==> src/rtl/core/spfl_pkg.sv <==
package spfl_pkg;

  localparam int POOL_SIZE = 32;
  localparam int SLOT_W    = 5;
  localparam int IDX_W     = $clog2(POOL_SIZE);
  localparam int LINK_W    = $clog2(POOL_SIZE) + 1;
  localparam int STEP_W    = $clog2(POOL_SIZE + 1);

  // A link value of POOL_SIZE terminates a list.
  localparam logic [LINK_W-1:0] END_MARK = LINK_W'(POOL_SIZE);

  typedef enum logic [1:0] {
    MODE_ALLOC  = 2'd0,
    MODE_FREE   = 2'd1,
    MODE_REINIT = 2'd2
  } mode_t;

  typedef enum logic [1:0] {
    ST_OK         = 2'd0,
    ST_EXHAUSTED  = 2'd1,
    ST_NOT_IN_USE = 2'd2
  } status_t;

  typedef enum logic [2:0] {
    S_IDLE,
    S_ALLOC_RD,
    S_ALLOC_WR,
    S_WALK,
    S_UNLINK,
    S_PUSH,
    S_DONE
  } state_t;

  typedef enum logic [1:0] {
    WR_NONE,
    WR_ALLOC,
    WR_UNLINK,
    WR_PUSH
  } wr_op_t;

  typedef struct packed {
    logic    in_load;
    logic    reinit;
    logic    rd_en;
    logic    rd_cur;
    wr_op_t  wr_op;
    logic    walk_start;
    logic    walk_step;
    logic    hold_cur;
    logic    res_load;
    logic    res_grant;
    status_t res_status;
    logic    out_load;
  } spfl_cmd_t;

  typedef struct packed {
    logic free_empty;
    logic walk_over;
    logic cur_end;
    logic cur_hit;
  } spfl_stat_t;

  // Link held by an entry that was never written since the last restore.
  function automatic logic [LINK_W-1:0] reset_link(input logic [IDX_W-1:0] idx);
    return LINK_W'(idx) + LINK_W'(1);
  endfunction

endpackage

==> src/rtl/core/spfl_datapath.sv <==
module spfl_datapath (
  input  logic                      clk,
  input  logic                      rst,
  input  spfl_pkg::spfl_cmd_t       cmd,
  input  logic [spfl_pkg::SLOT_W-1:0] in_slot,
  output spfl_pkg::spfl_stat_t      stat,
  output logic [spfl_pkg::SLOT_W-1:0] out_slot,
  output spfl_pkg::status_t         out_status
);
  import spfl_pkg::*;

  logic [LINK_W-1:0] link_mem [POOL_SIZE];
  logic [POOL_SIZE-1:0] link_vld;

  logic [LINK_W-1:0] free_head;
  logic [LINK_W-1:0] used_head;
  logic [LINK_W-1:0] cur_reg;
  logic [LINK_W-1:0] prev;
  logic [STEP_W-1:0] steps;
  logic              use_link;
  logic [SLOT_W-1:0] slot_q;

  logic [LINK_W-1:0] rd_q;
  logic              rd_vld_q;
  logic [IDX_W-1:0]  rd_idx_q;

  logic [SLOT_W-1:0] res_slot;
  status_t           res_status;

  logic [LINK_W-1:0] link_rd;
  logic [LINK_W-1:0] cur;
  logic [IDX_W-1:0]  rd_addr;
  logic              wr_en;
  logic [IDX_W-1:0]  wr_addr;
  logic [LINK_W-1:0] wr_data;

  // Entries not written since the last restore read as their reset link.
  assign link_rd = rd_vld_q ? rd_q : reset_link(rd_idx_q);
  assign cur     = use_link ? link_rd : cur_reg;
  assign rd_addr = cmd.rd_cur ? cur[IDX_W-1:0] : free_head[IDX_W-1:0];

  assign stat.free_empty = (free_head >= END_MARK);
  assign stat.walk_over  = (steps == STEP_W'(POOL_SIZE));
  assign stat.cur_end    = (cur >= END_MARK);
  assign stat.cur_hit    = (cur == LINK_W'(slot_q));

  always_comb begin
    wr_en   = 1'b0;
    wr_addr = free_head[IDX_W-1:0];
    wr_data = used_head;
    case (cmd.wr_op)
      WR_ALLOC: begin
        wr_en = 1'b1;
      end
      WR_UNLINK: begin
        wr_en   = (prev < END_MARK);
        wr_addr = prev[IDX_W-1:0];
        wr_data = link_rd;
      end
      WR_PUSH: begin
        wr_en   = 1'b1;
        wr_addr = cur_reg[IDX_W-1:0];
        wr_data = free_head;
      end
      default: begin
        wr_en = 1'b0;
      end
    endcase
  end

  always_ff @(posedge clk) begin
    if (wr_en) begin
      link_mem[wr_addr] <= wr_data;
    end
    if (cmd.rd_en) begin
      rd_q     <= link_mem[rd_addr];
      rd_vld_q <= link_vld[rd_addr];
      rd_idx_q <= rd_addr;
    end
  end

  always_ff @(posedge clk) begin
    if (rst || cmd.reinit) begin
      link_vld  <= '0;
      free_head <= '0;
      used_head <= END_MARK;
    end else begin
      if (wr_en) begin
        link_vld[wr_addr] <= 1'b1;
      end
      case (cmd.wr_op)
        WR_ALLOC: begin
          free_head <= link_rd;
          used_head <= free_head;
        end
        WR_UNLINK: begin
          if (prev >= END_MARK) begin
            used_head <= link_rd;
          end
        end
        WR_PUSH: begin
          free_head <= cur_reg;
        end
        default: begin
        end
      endcase
    end
  end

  always_ff @(posedge clk) begin
    if (cmd.in_load) begin
      slot_q <= in_slot;
    end
    if (cmd.walk_start) begin
      cur_reg  <= used_head;
      prev     <= END_MARK;
      steps    <= '0;
      use_link <= 1'b0;
    end else if (cmd.walk_step) begin
      prev     <= cur;
      steps    <= steps + STEP_W'(1);
      use_link <= 1'b1;
    end else if (cmd.hold_cur) begin
      cur_reg  <= cur;
      use_link <= 1'b0;
    end
    if (cmd.res_load) begin
      res_slot   <= cmd.res_grant ? SLOT_W'(free_head) : '0;
      res_status <= cmd.res_status;
    end
    if (cmd.out_load) begin
      out_slot   <= res_slot;
      out_status <= res_status;
    end
  end

endmodule

==> src/rtl/core/spfl_ctrl.sv <==
module spfl_ctrl (
  input  logic                 clk,
  input  logic                 rst,
  input  logic                 in_valid,
  output logic                 in_ready,
  input  logic [1:0]           mode,
  output logic                 out_valid,
  input  logic                 out_ready,
  input  spfl_pkg::spfl_stat_t stat,
  output spfl_pkg::spfl_cmd_t  cmd
);
  import spfl_pkg::*;

  state_t state;
  state_t state_next;

  always_ff @(posedge clk) begin
    if (rst) begin
      state     <= S_IDLE;
      out_valid <= 1'b0;
    end else begin
      state <= state_next;
      if (cmd.out_load) begin
        out_valid <= 1'b1;
      end else if (out_ready) begin
        out_valid <= 1'b0;
      end
    end
  end

  always_comb begin
    state_next = state;
    cmd        = '0;
    in_ready   = 1'b0;
    case (state)
      S_IDLE: begin
        in_ready = 1'b1;
        if (in_valid) begin
          cmd.in_load = 1'b1;
          case (mode_t'(mode))
            MODE_ALLOC: begin
              state_next = S_ALLOC_RD;
            end
            MODE_FREE: begin
              cmd.walk_start = 1'b1;
              state_next     = S_WALK;
            end
            MODE_REINIT: begin
              cmd.reinit     = 1'b1;
              cmd.res_load   = 1'b1;
              cmd.res_status = ST_OK;
              state_next     = S_DONE;
            end
            default: begin
              cmd.res_load   = 1'b1;
              cmd.res_status = ST_OK;
              state_next     = S_DONE;
            end
          endcase
        end
      end
      S_ALLOC_RD: begin
        if (stat.free_empty) begin
          cmd.res_load   = 1'b1;
          cmd.res_status = ST_EXHAUSTED;
          state_next     = S_DONE;
        end else begin
          cmd.rd_en  = 1'b1;
          state_next = S_ALLOC_WR;
        end
      end
      S_ALLOC_WR: begin
        cmd.wr_op      = WR_ALLOC;
        cmd.res_load   = 1'b1;
        cmd.res_grant  = 1'b1;
        cmd.res_status = ST_OK;
        state_next     = S_DONE;
      end
      S_WALK: begin
        if (stat.walk_over || stat.cur_end) begin
          cmd.res_load   = 1'b1;
          cmd.res_status = ST_NOT_IN_USE;
          state_next     = S_DONE;
        end else if (stat.cur_hit) begin
          cmd.rd_en    = 1'b1;
          cmd.rd_cur   = 1'b1;
          cmd.hold_cur = 1'b1;
          state_next   = S_UNLINK;
        end else begin
          cmd.rd_en     = 1'b1;
          cmd.rd_cur    = 1'b1;
          cmd.walk_step = 1'b1;
        end
      end
      S_UNLINK: begin
        cmd.wr_op  = WR_UNLINK;
        state_next = S_PUSH;
      end
      S_PUSH: begin
        cmd.wr_op      = WR_PUSH;
        cmd.res_load   = 1'b1;
        cmd.res_status = ST_OK;
        state_next     = S_DONE;
      end
      S_DONE: begin
        if (!out_valid || out_ready) begin
          cmd.out_load = 1'b1;
          state_next   = S_IDLE;
        end
      end
      default: begin
        state_next = S_IDLE;
      end
    endcase
  end

endmodule

==> src/rtl/core/slot_pool_free_list_allocator_unit.sv <==
// Slot pool allocator: keeps 32 numbered slots on a free list and an in-use
// list that share one next-link memory.
// Input channel (s_*): one word per command. s_tuser carries the mode
// (allocate, free, reinitialize; the unused code does nothing) and s_tdata
// carries the slot number to release on a free.
// Output channel (m_*): exactly one word per command. m_tdata carries the
// granted slot (zero unless an allocate succeeded), m_tuser the status.
// Commands are processed one at a time; s_tready is high only while the
// controller is idle. An allocate passes through S_ALLOC_RD, S_ALLOC_WR
// (skipped when the free list is empty) and S_DONE. A free walks the in-use
// list one link per cycle through the registered memory read port.
// Reinitialize and the unused code go straight to S_DONE. The next command
// is accepted in the cycle after the result is loaded.
// A finished result sits in the output register; the next command is
// accepted while it waits, and a later result waits in the result registers
// until the output register is free, so a stalled receiver loses nothing.
// Reset (synchronous, active high) restores the lists at once: slot i links
// to slot i + 1, the free list starts at slot zero and the in-use list is
// empty. No clearing pass is needed.
module slot_pool_free_list_allocator_unit (
  input  logic       clk,
  input  logic       rst,
  input  logic       s_tvalid,
  output logic       s_tready,
  input  logic [7:0] s_tdata,   // [4:0] slot_number, [7:5] zero
  input  logic [1:0] s_tuser,   // [1:0] mode
  output logic       m_tvalid,
  input  logic       m_tready,
  output logic [7:0] m_tdata,   // [4:0] granted_slot, [7:5] zero
  output logic [1:0] m_tuser    // [1:0] status
);
  import spfl_pkg::*;

  spfl_cmd_t         cmd;
  spfl_stat_t        stat;
  logic [SLOT_W-1:0] out_slot;
  status_t           out_status;

  // The controller sequences each command; the datapath holds the list heads,
  // the link memory with its per-entry valid bits, and the result registers.
  spfl_ctrl u_ctrl (
    .clk       (clk),
    .rst       (rst),
    .in_valid  (s_tvalid),
    .in_ready  (s_tready),
    .mode      (s_tuser),
    .out_valid (m_tvalid),
    .out_ready (m_tready),
    .stat      (stat),
    .cmd       (cmd)
  );

  spfl_datapath u_datapath (
    .clk        (clk),
    .rst        (rst),
    .cmd        (cmd),
    .in_slot    (s_tdata[SLOT_W-1:0]),
    .stat       (stat),
    .out_slot   (out_slot),
    .out_status (out_status)
  );

  // Pad the granted slot up to a whole byte.
  assign m_tdata = {{(8 - SLOT_W){1'b0}}, out_slot};
  assign m_tuser = out_status;

endmodule

==> config.mk <==
export PLATFORM = sky130hd
export DESIGN_NAME = slot_pool_free_list_allocator_unit
export DESIGN_NICKNAME = d
export VERILOG_FILES = /design/src/rtl/core/spfl_pkg.sv /design/src/rtl/core/spfl_datapath.sv /design/src/rtl/core/spfl_ctrl.sv /design/src/rtl/core/slot_pool_free_list_allocator_unit.sv
export SDC_FILE = /design/constraint.sdc
export NUM_CORES = 1
export LEC_CHECK = 0
export CAP_MARGIN = 20
export CORE_MARGIN = 2
export CORE_UTILIZATION = 32
export CTS_CLUSTER_DIAMETER = 50
export CTS_CLUSTER_SIZE = 40
export DETAILED_ROUTE_END_ITERATION = 10
export DONT_BUFFER_PORTS = 1
export SYNTH_ARGS = -nofsm -noshare
export SYNTH_HDL_FRONTEND = slang
export SYNTH_SLANG_ARGS = --single-unit
==> constraint.sdc <==
create_clock -name clk -period 6.6 [get_ports clk]
set_clock_uncertainty 0.05 [all_clocks]
set_input_delay 0.99 -clock clk [delete_from_list [all_inputs] [get_ports clk]]
set_output_delay 0.99 -clock clk [all_outputs]
set_load 0.02 [all_outputs]
==> reports/qor.yml <==
status: "finished, final reports clean"
clk_path_buf_depth: 3
cts_setup_buffers: 0
area_growth_pct: 9.40
die_w_um: 236
start_util_pct: 32.5
required_ns: 6.89
grt_pass1_wl_um: 86200
worstPathArrival_ns: 4.81
nFillCells: 5164
crit_type: "register to register"
antenna_found_initial: 0
num-nets-final: 1595
dieArea_um2: 55500
synth_edf_count: 229
portBuffers: 0
regMostFlops: "u_datapath.link_mem"
relSlewSlack_pct: 24.6
dominantRegCellSynth: "edfxtp_1"
multiInputGateArea_um2: 8280
final_cell_area_um2: 18800
cts_num_sinks: 290
start_kind: "register"
drive_gt1_share_pct: 7.67
cts.reportedPaths.clkPinSlew_ns: 0.06
rr_worst_depth: 7
holdBufCountCts: 0
ios: 26
ant_nets: 0
max-vdd-ir-drop_mv: 0.362
slew_violations: 0
cts_tree: "built"
dp_hpwl_um: 29000
drt_iter0_drc: 2166
dp_cells: 2228
rsz0062_at_grt: "false"
tns_ns: 0
grt_use_total_pct: 19.4
hold_viol: 0
wl_per_cell_um: 24.8
syn_area_um2: 17200
tightest_slew_ns: 1.13
drc: 0
row_count: 84
insertion_delay_ns: 0.54
p_per_area_nw_per_um2: 344
core_um2: 52800
grt.overflow.total: 0
die_h_um: 236
drt_first_pass_iters: 5
syn_avg_cell_area_um2: 9.87
finalPower_uw: 6460
register_area_um2: 8100
vias: 15300
cap_violations: 0
finalCriticalPeriod_ns: 4.52
yosysWarnings: 0
p_leak_uw: 0.00562
grt_pass1_vias: 14300
largest_register_ff_count: 192
fmax_ghz: 0.221
synth_seq_cells: 290
grt_max_degree: 170
path_max_fanout: 58
hp-class: "register to register"
avgViaCountPerCell: 6.67
synthesis.instances: 1740
place.gp.congestion: 0.810
placedInstanceArea_um2: 17600
wirelength_um: 56800
numCtsBuffers: 35
reg.largest.list: "u_datapath.link_mem x192, u_datapath.link_vld x32"
synth_cell_type_count: 56
ys_async_sr_fraction_pct: 0
hold_depth: 0
diodes: 0
htree_levels: 2
report.final.setup_viol: 0
period_share_pct: 68.5
cts-resized-gates: 0
cts_root_buf: "clkbuf_16"
synth_seq_area_share_pct: 47.2
endpoint_kind: "register"
instances_no_fill: 2292
==> through the flow <==
stage                     setup slack [ns]  util [%]  hold slack, ns
final                                 2.08      35.6           0.375
after global routing                  1.86      35.6           0.383
after CTS                             2.09      35.5           0.377
after detailed placement              2.12      33.3           0.359
after global placement                2.20      33.3           0.355
after floorplan                       2.90         -           0.350
==> layout make-up <==
class,instances,share of cell area (%)
multi-input combinational,1207,44.1
sequential,290,43.1
clock buffer,39,4.97
tap,688,4.58
timing repair buffer,33,1.69
clock inverter,24,1.31
inverter,11,0.233
==> per-layer routing <==
| layer | vias to the layer above | wire [um] | GRT usage [%] |
|---|---|---|---|
| met1 | 7578 | 23100 | 25.5 |
| met4 | 0 | 1720 | 6.89 |
| met5 | - | 0 | 0 |
| met2 | 815 | 27100 | 32.0 |
| li1 | 6758 | - | - |
| met3 | 130 | 4970 | 3.38 |
==> final timing paths <==
| path | from | slack [ns] | end |
|---|---|---|---|
| hold / removal | u_datapath.res_slot[1] | 0.37 | u_datapath.out_slot[1] |
| setup / recovery | u_datapath.use_link | 2.08 | u_datapath.rd_q[0] |
| hold reg to reg | u_datapath.res_slot[1] | 0.37 | u_datapath.out_slot[1] |
| setup reg to reg | u_datapath.use_link | 2.08 | u_datapath.rd_q[0] |
==> worst max-delay path: stages (launching register included) <==
cell	delay, ns
dfxtp_1	0.81
inv_4	0.42
or4_4	0.93
a31oi_1	0.31
a21o_4	0.81
mux2i_1	0.43
o22ai_1	0.20
nor4_1	0.31
==> kinds of logic (layout without fill, tap and decap cells) <==
logic type	Yosys count	count (layout)	synth area share [%]
buf+inv	245	107	5.63
simple gates	633	633	19.3
xor+xnor	8	8	0.408
mux	75	75	4.40
flops	290	290	47.2
compound gates	485	485	22.8
other cells	1	3	0.0218
fa+ha+maj	3	3	0.219
==> where the power goes <==
| part | total (uW) | switching [uW] | internal (uW) | leakage (uW) |
|---|---|---|---|---|
| logic | 2100 | 1560 | 543 | 0.00246 |
| clock network | 1980 | 822 | 1160 | 0.000558 |
| registers | 2380 | 143 | 2240 | 0.00260 |
==> cell usage in the layout, fill, tap and decap left out, types with 9 or more instances in the layout <==
cell and n:
nand2b_1 117, o21a_1 33, o21ai_1 9, mux2i_1 73, nor4_1 177, dfxtp_1 60
o311ai_0 156, a21oi_1 28, buf_4 28, o22ai_1 28, nand2_1 155, a311oi_1 58
edfxtp_1 229, clkbuf_16 37, nor2_1 69, o311ai_1 13, nor3_1 60, a32oi_1 112
nand3_1 20
==> cell usage after synthesis, types with 9 or more instances <==
master	n	area share (%)
clkbuf_1	209	4.6
nor3_1	61	1.8
o21ai_1	9	0.26
mux2i_1	73	4.3
nor4_1	177	6.4
o311ai_0	156	8.0
nor2b_1	10	0.36
a32oi_1	112	5.7
nand2b_1	118	4.3
nand3_1	20	0.58
buf_2	10	0.29
nand2_1	155	3.4
a311oi_1	58	3.0
o311ai_1	13	0.66
dfxtp_1	61	7.1
nor2_1	71	1.6
a21oi_1	28	0.82
edfxtp_1	229	40
o22ai_1	28	1.0
o21a_1	33	1.4
o21ai_0	13	0.38
Power figures use the tool's default switching activity.
